$ cat src/rtl/lgge_pkg.sv
// shared types and constants for the life grid generation engine
package lgge_pkg;

	localparam int ROW_W = 6;
	localparam int COL_W = 6;
	localparam int AGE_IN_W = 8;
	localparam int LIVE_W = 13;
	localparam int GEN_W = 32;
	localparam int CFG_IDX_W = 2;
	localparam int CFG_DATA_W = 7;

	localparam logic [1:0] REQ_WRITE = 2'd0;
	localparam logic [1:0] REQ_STEP = 2'd1;
	localparam logic [1:0] REQ_READ = 2'd2;

	localparam logic [CFG_IDX_W-1:0] CFG_ROWS = 2'd0;
	localparam logic [CFG_IDX_W-1:0] CFG_COLS = 2'd1;
	localparam logic [CFG_DATA_W-1:0] DIM_RESET = 7'd64;

	typedef struct packed {
		logic [1:0] req_type;
		logic [ROW_W-1:0] cell_row;
		logic [COL_W-1:0] cell_col;
		logic alive_in;
		logic [AGE_IN_W-1:0] age_in;
	} req_t;

	typedef struct packed {
		logic alive_out;
		logic [AGE_IN_W-1:0] age_out;
		logic [LIVE_W-1:0] live_count;
		logic [GEN_W-1:0] generation_count;
	} rsp_t;

	// controller to datapath
	typedef struct packed {
		logic clr_en;
		logic cap;
		logic acc_rd;
		logic acc_wb;
		logic pre_en;
		logic row_en;
		logic k_clr;
		logic row_next;
		logic gen_inc;
	} cmd_t;

	// datapath to controller
	typedef struct packed {
		logic clr_last;
		logic pre_last;
		logic row_k_last;
		logic row_last;
	} sts_t;

endpackage

$ cat src/rtl/lgge_ctrl.sv
// controller state machine: clearing pass, cell access and generation sweep sequencing
module lgge_ctrl (
	input  logic clk,
	input  logic arst_n,
	input  logic start,
	input  logic [1:0] req_type,
	input  lgge_pkg::sts_t sts,
	output lgge_pkg::cmd_t cmd,
	output logic busy,
	output logic done
);
	import lgge_pkg::*;

	typedef enum logic [2:0] {
		S_CLEAR,
		S_IDLE,
		S_ACC_RD,
		S_ACC_WB,
		S_PRE,
		S_ROW,
		S_DRAIN,
		S_RESP
	} state_t;

	state_t state_q;

	always_ff @(posedge clk or negedge arst_n) begin
		if (!arst_n) begin
			state_q <= S_CLEAR;
		end else begin
			unique case (state_q)
				S_CLEAR: if (sts.clr_last) state_q <= S_IDLE;
				S_IDLE: begin
					if (start) begin
						case (req_type) inside
							REQ_WRITE, REQ_READ: state_q <= S_ACC_RD;
							REQ_STEP: state_q <= S_PRE;
							default: state_q <= S_RESP;
						endcase
					end
				end
				S_ACC_RD: state_q <= S_ACC_WB;
				S_ACC_WB: state_q <= S_RESP;
				S_PRE: if (sts.pre_last) state_q <= S_ROW;
				S_ROW: if (sts.row_k_last) state_q <= S_DRAIN;
				S_DRAIN: state_q <= sts.row_last ? S_RESP : S_ROW;
				S_RESP: state_q <= S_IDLE;
				default: state_q <= S_IDLE;
			endcase
		end
	end

	always_comb begin
		cmd = '0;
		unique case (state_q)
			S_CLEAR: cmd.clr_en = 1'b1;
			S_IDLE: begin
				cmd.cap = start;
				cmd.k_clr = start;
			end
			S_ACC_RD: cmd.acc_rd = 1'b1;
			S_ACC_WB: cmd.acc_wb = 1'b1;
			S_PRE: begin
				cmd.pre_en = 1'b1;
				cmd.k_clr = sts.pre_last;
			end
			S_ROW: begin
				cmd.row_en = 1'b1;
				cmd.k_clr = sts.row_k_last;
			end
			S_DRAIN: begin
				cmd.gen_inc = sts.row_last;
				cmd.row_next = !sts.row_last;
			end
			S_RESP: ;
			default: ;
		endcase
	end

	assign busy = (state_q != S_IDLE);
	assign done = (state_q == S_RESP);

endmodule

$ cat config.mk
export PLATFORM = sky130hd
export DESIGN_NAME = lgge_ctrl
export DESIGN_NICKNAME = d
export VERILOG_FILES = /design/src/rtl/lgge_pkg.sv /design/src/rtl/lgge_ctrl.sv
export SDC_FILE = /design/constraint.sdc
export NUM_CORES = 1
export LEC_CHECK = 0
export BUFFER_PORTS_ARGS = -buffer_cell sky130_fd_sc_hd__buf_4
export CORE_AREA = 2 2 39 41
export DETAILED_ROUTE_END_ITERATION = 8
export DIE_AREA = 0 0 41 43
export GPL_ROUTABILITY_DRIVEN = 0
export GPL_TIMING_DRIVEN = 1
export PLACE_DENSITY = 0.51
export SETUP_SLACK_MARGIN = 0.05
export SLEW_MARGIN = 20
export SYNTH_ARGS = -nofsm -noshare
export SYNTH_HDL_FRONTEND = slang
export SYNTH_SLANG_ARGS = --single-unit
export TNS_END_PERCENT = 5
$ cat constraint.sdc
create_clock -name clk -period 3.2 [get_ports clk]
set_input_delay 0.64 -clock clk [delete_from_list [all_inputs] [get_ports clk]]
set_output_delay 0.64 -clock clk [all_outputs]
set_load 0.01 [all_outputs]
==> results.ini, run 1 <==
[route]
drt_wl_total_um = 775
drt-pass1-iter-count = 4
routed_via_density = 4.54
drc = 0
dr.first_iter.drc_count = 7
wire_per_inst_um = 10.8
route.vias.total = 327
antenna_left = 0

[floorplanning]
core-area_um2 = 1380
die_w_um = 41
row_count = 14
start_util = 0.199
die_area_um2 = 1760
io_pins = 20
fp.dieH_um = 43

[power_and_ir_drop]
power_leakage_nw = 0.221
ir_worst_vdd_mv = 0.433
p_per_area_nw_per_um2 = 881

[yosys]
syn_area_per_cell_um2 = 7.65
ys_types = 22
synth_area_um2 = 275
yosys_warnings = 0
synth_seq_cells = 3
syn_nets = 45
synthCells = 36
seq_area_frac_synth = 0.273

[finish]
top_regs = state_q (3)
largest_register_ffs = 3
synthToLayoutAreaGrowth_pct = 63.2
layoutNonFillerInstCount = 72
regMostFlops = state_q
diodes = 0
finalNetCount = 66
final_core_util = 0.325
drive_gt1_frac = 0.429

[sta]
finalHoldViolations = 0
finalSetupViolations = 0
drv_slew = 0
finalSetupTns_ns = 0
period_needed_ns = 2.12
grt_setup_unrepaired = false
period_share = 0.661
worst_pin_slew_ns = 0.388
finalWorstSetupSlack_ns = 1.08
clock_skew_ns = 0.000170
max_freq_mhz = 473
slew_headroom = 0.741

[setup_path]
crit_type = flop to output port
reg2reg_depth = 3
worst-endpoint-required_ns = 2.56
slowest_stage = dfrtp_1
r2r_slack_ns = 1.87
end_kind = output port
critPathLaunchType = flop
critPathMaxStageDelay_ns = 0.57
reg2reg_to = state_q[0]
crit_start = state_q[0]
arrival_ns = 1.48
critical_path.cell_chain = or3b_4 -> nor2_4 -> buf_4
path_max_fanout = 15
reg2reg_from = state_q[0]

[grt]
grt_pass1_wl_mm = 1.16
grtUsageTotal = 0.101
antenna_found_initial = 0
grt_pass1_vias = 268
grt_start_max_net_pins = 16
globalRouteOverflowTotal = 0

[clock_tree]
cts_tree = yes
h-tree-depth = 1
path_clk_slew_ns = 0.04
hold_buffers = 0
numCtsBuffers = 3
ctsResizeCount = 0
post-cts-setup-buffers = 0
root_buffer = clkbuf_4
clock-sinks = 3
cts_buffer_depth = 2
clk_latency_ns = 0.23

[placed_design]
hpwl_um = 569
dp.cells = 68
detailedPlace.worstSlack_ns = 1.33
port_buffers = 19

[status]
status = finished clean

[run]
max_cap_viol_count = 0

[worst_hold_path]
min_path_type = input port to async pin

## cells in the mapped netlist
cell type | instances | area [µm²]
nor2_1 | 2 | 7.51
inv_1 | 2 | 7.51
and2_1 | 1 | 6.26
and3_1 | 2 | 12.5
o211ai_1 | 1 | 7.51
or3b_4 | 1 | 11.3
a311oi_1 | 1 | 8.76
nor2_4 | 1 | 11.3
o221ai_1 | 1 | 8.76
nor2b_1 | 1 | 6.26
nor3_1 | 2 | 10.0
buf_2 | 3 | 15.0
and3b_1 | 1 | 8.76
o21bai_1 | 1 | 7.51
nor3b_1 | 1 | 7.51
nand2_1 | 5 | 18.8
a21o_1 | 1 | 7.51
a31oi_1 | 1 | 6.26
a21oi_1 | 2 | 10.0
a32oi_1 | 1 | 8.76
dfrtp_1 | 3 | 75.1
nand2b_1 | 2 | 12.5
## stage by stage
step           instance area, µm²  power, mW  hold slack (ns)
2_1_floorplan                 275      0.238            0.344
3_3_place_gp                  423      0.331            0.430
3_5_place_dp                  423      0.332            0.431
4_1_cts                       449      0.403            0.179
5_1_grt                       449      0.430            0.174
6_report                      449      0.396            0.187
## worst max path at each step
stage | end | slack [ns] | cells after the start
after floorplan | cmd[2] | 1.46 | 2
after global placement | cmd[2] | 1.31 | 4
after detailed placement | cmd[7] | 1.33 | 3
after CTS | cmd[7] | 1.08 | 3
after global routing | cmd[7] | 1.01 | 3
final | cmd[7] | 1.08 | 3
## logic make-up (layout without fill, tap and decap cells)
logic type,count (synthesis),in the layout,synth area share
buffers and inverters,5,25,0.0818
DFF,3,3,0.273
AOI/OAI and AO/OA,9,9,0.236
and+or+nand+nor,19,19,0.409
## report_power, final
group	total (mW)	internal [mW]	switching [mW]	leakage [nW]
clock	0.0667	0.0468	0.0200	0.0150
sequential	0.112	0.0561	0.0559	0.0341
combinational	0.217	0.123	0.0943	0.172
## layer usage
layer	up-vias	track usage	wire length, µm
met5	-	0	0
met4	0	0.0600	14
met3	2	0.0628	88
met2	23	0.113	287
met1	135	0.141	385
li1	167	-	-
## critical path, delay by kind of cell, from the launching register on
kind | cells | cell delay, ns
buf+inv | 1 | 0.12
flops | 1 | 0.57
simple gates | 2 | 0.55
## placed cells by master (no fill, tap or decap)
| cell type | netlist | routed |
|---|---|---|
| buf_4 | 0 | 19 |
| nand2_1 | 5 | 5 |
| clkbuf_4 | 0 | 3 |
| dfrtp_1 | 3 | 3 |
| inv_1 | 2 | 2 |
| nor3_1 | 2 | 2 |
| and3_1 | 2 | 2 |
| nand2b_1 | 2 | 2 |
| a21oi_1 | 2 | 2 |
| nor2_1 | 2 | 2 |
| nor2b_1 | 1 | 1 |
| and2_1 | 1 | 1 |
| nor3b_1 | 1 | 1 |
| or3b_4 | 1 | 1 |
| and3b_1 | 1 | 1 |
| nor2_4 | 1 | 1 |
| a311oi_1 | 1 | 1 |
| a21o_1 | 1 | 1 |
| o211ai_1 | 1 | 1 |
| o21bai_1 | 1 | 1 |
| a32oi_1 | 1 | 1 |
| a31oi_1 | 1 | 1 |
| o221ai_1 | 1 | 1 |
| clkbuf_1 | 0 | 1 |
## final cells by class
cell class	count	area [µm²]
Multi-Input combinational cell	28	178
Inverter	2	7.51
Tap cell	16	20.0
Sequential cell	3	75.1
Fill cell	161	935
Timing Repair Buffer	19	143
Clock buffer	4	26.3
(Power assumes the default switching activity.)
==> inputs of run 2 (changes only) <==
==> constraint.sdc (replaced) <==
create_clock -name clk -period 2.2 [get_ports clk]
set_input_delay 0.44 -clock clk [delete_from_list [all_inputs] [get_ports clk]]
set_output_delay 0.44 -clock clk [all_outputs]
set_load 0.01 [all_outputs]
==> results.ini, run 2 (synthesis results as in run 1) <==
[finish]
top_regs = state_q (3)
synthToLayoutAreaGrowth_pct = 66.8
n_fill_cell = 159
diodes = 0
stdcell_area_um2 = 459
drive_gt1_frac = 0.421
layout_commonest_cell = buf_4
layout_common_cells = buf_4 (19), nand2_1 (5), clkbuf_4 (3), dfrtp_1 (3)
layoutNonFillerInstCount = 73
finalNetCount = 67
largest_register_ffs = 3
final_core_util = 0.332
regMostFlops = state_q

[floorplanning]
row_count = 14
fp.dieH_um = 43
die_w_um = 41
die_area_um2 = 1760
io_pins = 20
start_util = 0.199
core-area_um2 = 1380

[sta]
grt_setup_unrepaired = false
drv_slew = 0
finalWorstSetupSlack_ns = 0.306
max_freq_mhz = 528
whs_ns = 0.445
clock_skew_ns = 0.00434
slew_headroom = 0.741
finalSetupViolations = 0
finalHoldViolations = 0
worst_pin_slew_ns = 0.388
finalSetupTns_ns = 0
period_needed_ns = 1.89
period_share = 0.861

[placed_design]
hpwl_um = 578
placed_area_um2 = 423
dp.cells = 68
port_buffers = 19
detailedPlace.worstSlack_ns = 0.553

[route]
drt_wl_total_um = 776
antenna_left = 0
route.vias.total = 337
drt-pass1-iter-count = 2
routed_via_density = 4.62
drc = 0
wire_per_inst_um = 10.6
dr.first_iter.drc_count = 11

[clock_tree]
clock-sinks = 3
root_buffer = clkbuf_4
cts_buffer_depth = 2
clk_latency_ns = 0.23
cts_tree = yes
path_clk_slew_ns = 0.04
numCtsBuffers = 3
post-cts-setup-buffers = 0
h-tree-depth = 1
ctsResizeCount = 0

[grt]
grt_pass1_wl_mm = 1.34
grtUsageTotal = 0.110
grt_start_max_net_pins = 16
globalRouteOverflowTotal = 0
antenna_found_initial = 0
grt_pass1_vias = 310

[setup_path]
arrival_ns = 1.45
r2r_slack_ns = 0.90
crit_start = state_q[0]
critPathLaunchType = flop
crit_type = flop to output port
worst-endpoint-required_ns = 1.76
reg2reg_from = state_q[0]
path_max_fanout = 15
critPathCapture = cmd[7]
reg2reg_to = state_q[0]
reg2reg_depth = 3
end_kind = output port

[power_and_ir_drop]
power_leakage_nw = 0.225
power_mw = 0.574
ir_worst_vdd_mv = 0.627
p_per_area_nw_per_um2 = 1250

[worst_hold_path]
min_path_type = input port to flop

[run]
max_cap_viol_count = 0

[status]
status = finished clean

==> run 2: layer usage <==
| layer | GRT usage | share of wire | up-vias |
|---|---|---|---|
| met3 | 0.0419 | 0.11 | 0 |
| met5 | 0 | 0 | - |
| li1 | - | - | 170 |
| met1 | 0.163 | 0.48 | 150 |
| met4 | 0.0600 | 0 | 0 |
| met2 | 0.131 | 0.41 | 17 |
==> run 2: area by class of cell <==
class | instances | area, µm² | share of cell area
clock buffer | 4 | 26.3 | 0.0572
inverter | 2 | 7.51 | 0.0163
multi-input combinational | 28 | 178 | 0.387
sequential | 3 | 75.1 | 0.163
tap | 16 | 20.0 | 0.0436
timing repair buffer | 20 | 153 | 0.332
==> run 2: how the worst min path moves through the flow <==
stage / from / end / slack, ns / depth (start not counted)
finish: sts[1] / state_q[1] / 0.44 / 3
global route: sts[1] / state_q[1] / 0.47 / 3
CTS: sts[1] / state_q[1] / 0.44 / 3
detailed placement: arst_n / state_q[1] / 0.23 / 1
global placement: arst_n / state_q[1] / 0.23 / 1
floorplan: arst_n / state_q[0] / 0.14 / 0
==> run 2: where the power goes <==
part	internal (mW)	leakage, nW	switching [mW]
registers	0.0816	0.0341	0.0808
logic	0.180	0.176	0.137
clock network	0.0679	0.0150	0.0275
==> run 2: repair_timing <==
action | 4_1_cts | 5_1_grt
hold buffers | 1 | 0
hold endpoints to repair | 3 | 0
endpoints found under the setup margin | 0 | 0
==> run 2: worst max-delay path, cell delays in order, from the launching register on <==
cell and delay [ns]:
dfrtp_1 0.56, or3b_4 0.45, nor2_4 0.09, buf_4 0.12
==> inputs of run 3 (changes only) <==
--- a/config.mk
+++ b/config.mk
@@ -5,13 +5,13 @@
 export SDC_FILE = /design/constraint.sdc
 export NUM_CORES = 1
 export LEC_CHECK = 0
-export BUFFER_PORTS_ARGS = -buffer_cell sky130_fd_sc_hd__buf_4
 export CORE_AREA = 2 2 39 41
 export DETAILED_ROUTE_END_ITERATION = 8
 export DIE_AREA = 0 0 41 43
+export DONT_BUFFER_PORTS = 1
 export GPL_ROUTABILITY_DRIVEN = 0
 export GPL_TIMING_DRIVEN = 1
-export PLACE_DENSITY = 0.51
+export PLACE_DENSITY = 0.39
 export SETUP_SLACK_MARGIN = 0.05
 export SLEW_MARGIN = 20
 export SYNTH_ARGS = -nofsm -noshare
==> results.ini, run 3 (synthesis results as in run 1) <==
[sta]
max_freq_mhz = 543
finalSetupTns_ns = 0
period_needed_ns = 1.84
finalHoldViolations = 0
worst_pin_slew_ns = 0.444
finalWorstSetupSlack_ns = 0.357
drv_slew = 0
grt_setup_unrepaired = false
period_share = 0.838
finalSetupViolations = 0
clock_skew_ns = 0.00245
slew_headroom = 0.702

[finish]
diodes = 0
drive_gt1_frac = 0.132
layoutNonFillerInstCount = 54
finalNetCount = 48
regMostFlops = state_q
largest_register_ffs = 3
synthToLayoutAreaGrowth_pct = 15.0
layout_common_cells = nand2_1 (5), clkbuf_4 (3), dfrtp_1 (3)
n_fill_cell = 154
top_regs = state_q (3)
layout_commonest_cell = nand2_1

[setup_path]
worst-endpoint-required_ns = 1.76
critical_path.cell_chain = or3b_4 -> nor2_4
arrival_ns = 1.40
reg2reg_depth = 3
critPathLaunchType = flop
reg2reg_to = state_q[0]
end_kind = output port
reg2reg_from = state_q[0]
r2r_slack_ns = 0.83
slowest_stage = dfrtp_1
crit_family = simple AND/OR/NAND/NOR gates
path_max_fanout = 15
crit_buf_inv = 0
critPathMaxStageDelay_ns = 0.56
crit_start = state_q[0]
crit_type = flop to output port

[grt]
grt_pass1_wl_mm = 1.07
grtUsageTotal = 0.0915
globalRouteOverflowTotal = 0
grt_pass1_vias = 236
grt_start_max_net_pins = 16
antenna_found_initial = 0

[clock_tree]
clock-sinks = 3
post-cts-setup-buffers = 0
clk_latency_ns = 0.23
h-tree-depth = 1
cts_buffer_depth = 2
path_clk_slew_ns = 0.04
numCtsBuffers = 3
root_buffer = clkbuf_4
ctsResizeCount = 0
cts_tree = yes

[floorplanning]
fp.dieH_um = 43
start_util = 0.199
core-area_um2 = 1380
die_area_um2 = 1760
io_pins = 20
die_w_um = 41
row_count = 14

[worst_hold_path]
hold_depth = 2
min_to = state_q[1]
hold_path.startpoint = sts[1]
min_path_type = input port to flop

[power_and_ir_drop]
power_leakage_nw = 0.129
power_mw = 0.471
ir_worst_vdd_mv = 0.437
p_per_area_nw_per_um2 = 1490

[status]
status = finished clean

[route]
wire_per_inst_um = 13.5
antenna_left = 0
drt_wl_total_um = 729
drt-pass1-iter-count = 3
drc = 0
route.vias.total = 260
dr.first_iter.drc_count = 5
routed_via_density = 4.81

[placed_design]
port_buffers = 0
dp.cells = 49
detailedPlace.worstSlack_ns = 0.596

[run]
max_cap_viol_count = 0

[run 3: cell types whose count changed in the layout (fill, tap and decap cells not counted)]
cell / delta
buf_4: -19
[run 3: metal layers]
metal	vias up	GRT usage	wire length (µm)	share of wire
met5	-	0	0	0
met3	2	0.0419	90	0.12
li1	131	-	-	-
met2	13	0.125	329	0.45
met1	114	0.110	300	0.41
met4	0	0.0600	8	0.011
[run 3: final cells by class]
cell class              instances  area, µm²  share of cell area
inverters                       2       7.51              0.0237
repair buffers                  1       10.0              0.0316
clock buffers                   4       26.3              0.0830
flip-flops and latches          3       75.1               0.237
multi-input cells              28        178               0.561
well taps                      16       20.0              0.0632
[run 3: timing repair]
item,4_1_cts,5_1_grt
setup endpoints to repair,0,0
hold buffers,1,0
endpoints found under the hold margin,3,0
[run 3: worst max-delay path by stage]
stage	end	cells past startpoint
final	cmd[7]	2
after floorplan	cmd[2]	3
after CTS	cmd[7]	2
after detailed placement	cmd[7]	2
after global routing	cmd[1]	3
after global placement	cmd[7]	2
[run 3: through the flow]
step,area (µm²),util,hold WS (ns)
after global routing,317,0.229,0.339
after global placement,280,0.203,0.144
after detailed placement,280,0.203,0.144
final,317,0.229,0.337
after floorplan,275,-,0.144
after CTS,317,0.229,0.329
[run 3: power by group]
part           internal [mW]  switching, mW  total [mW]
sequential            0.0816         0.0788       0.160
combinational         0.0934          0.120       0.213
clock                 0.0680         0.0289      0.0969
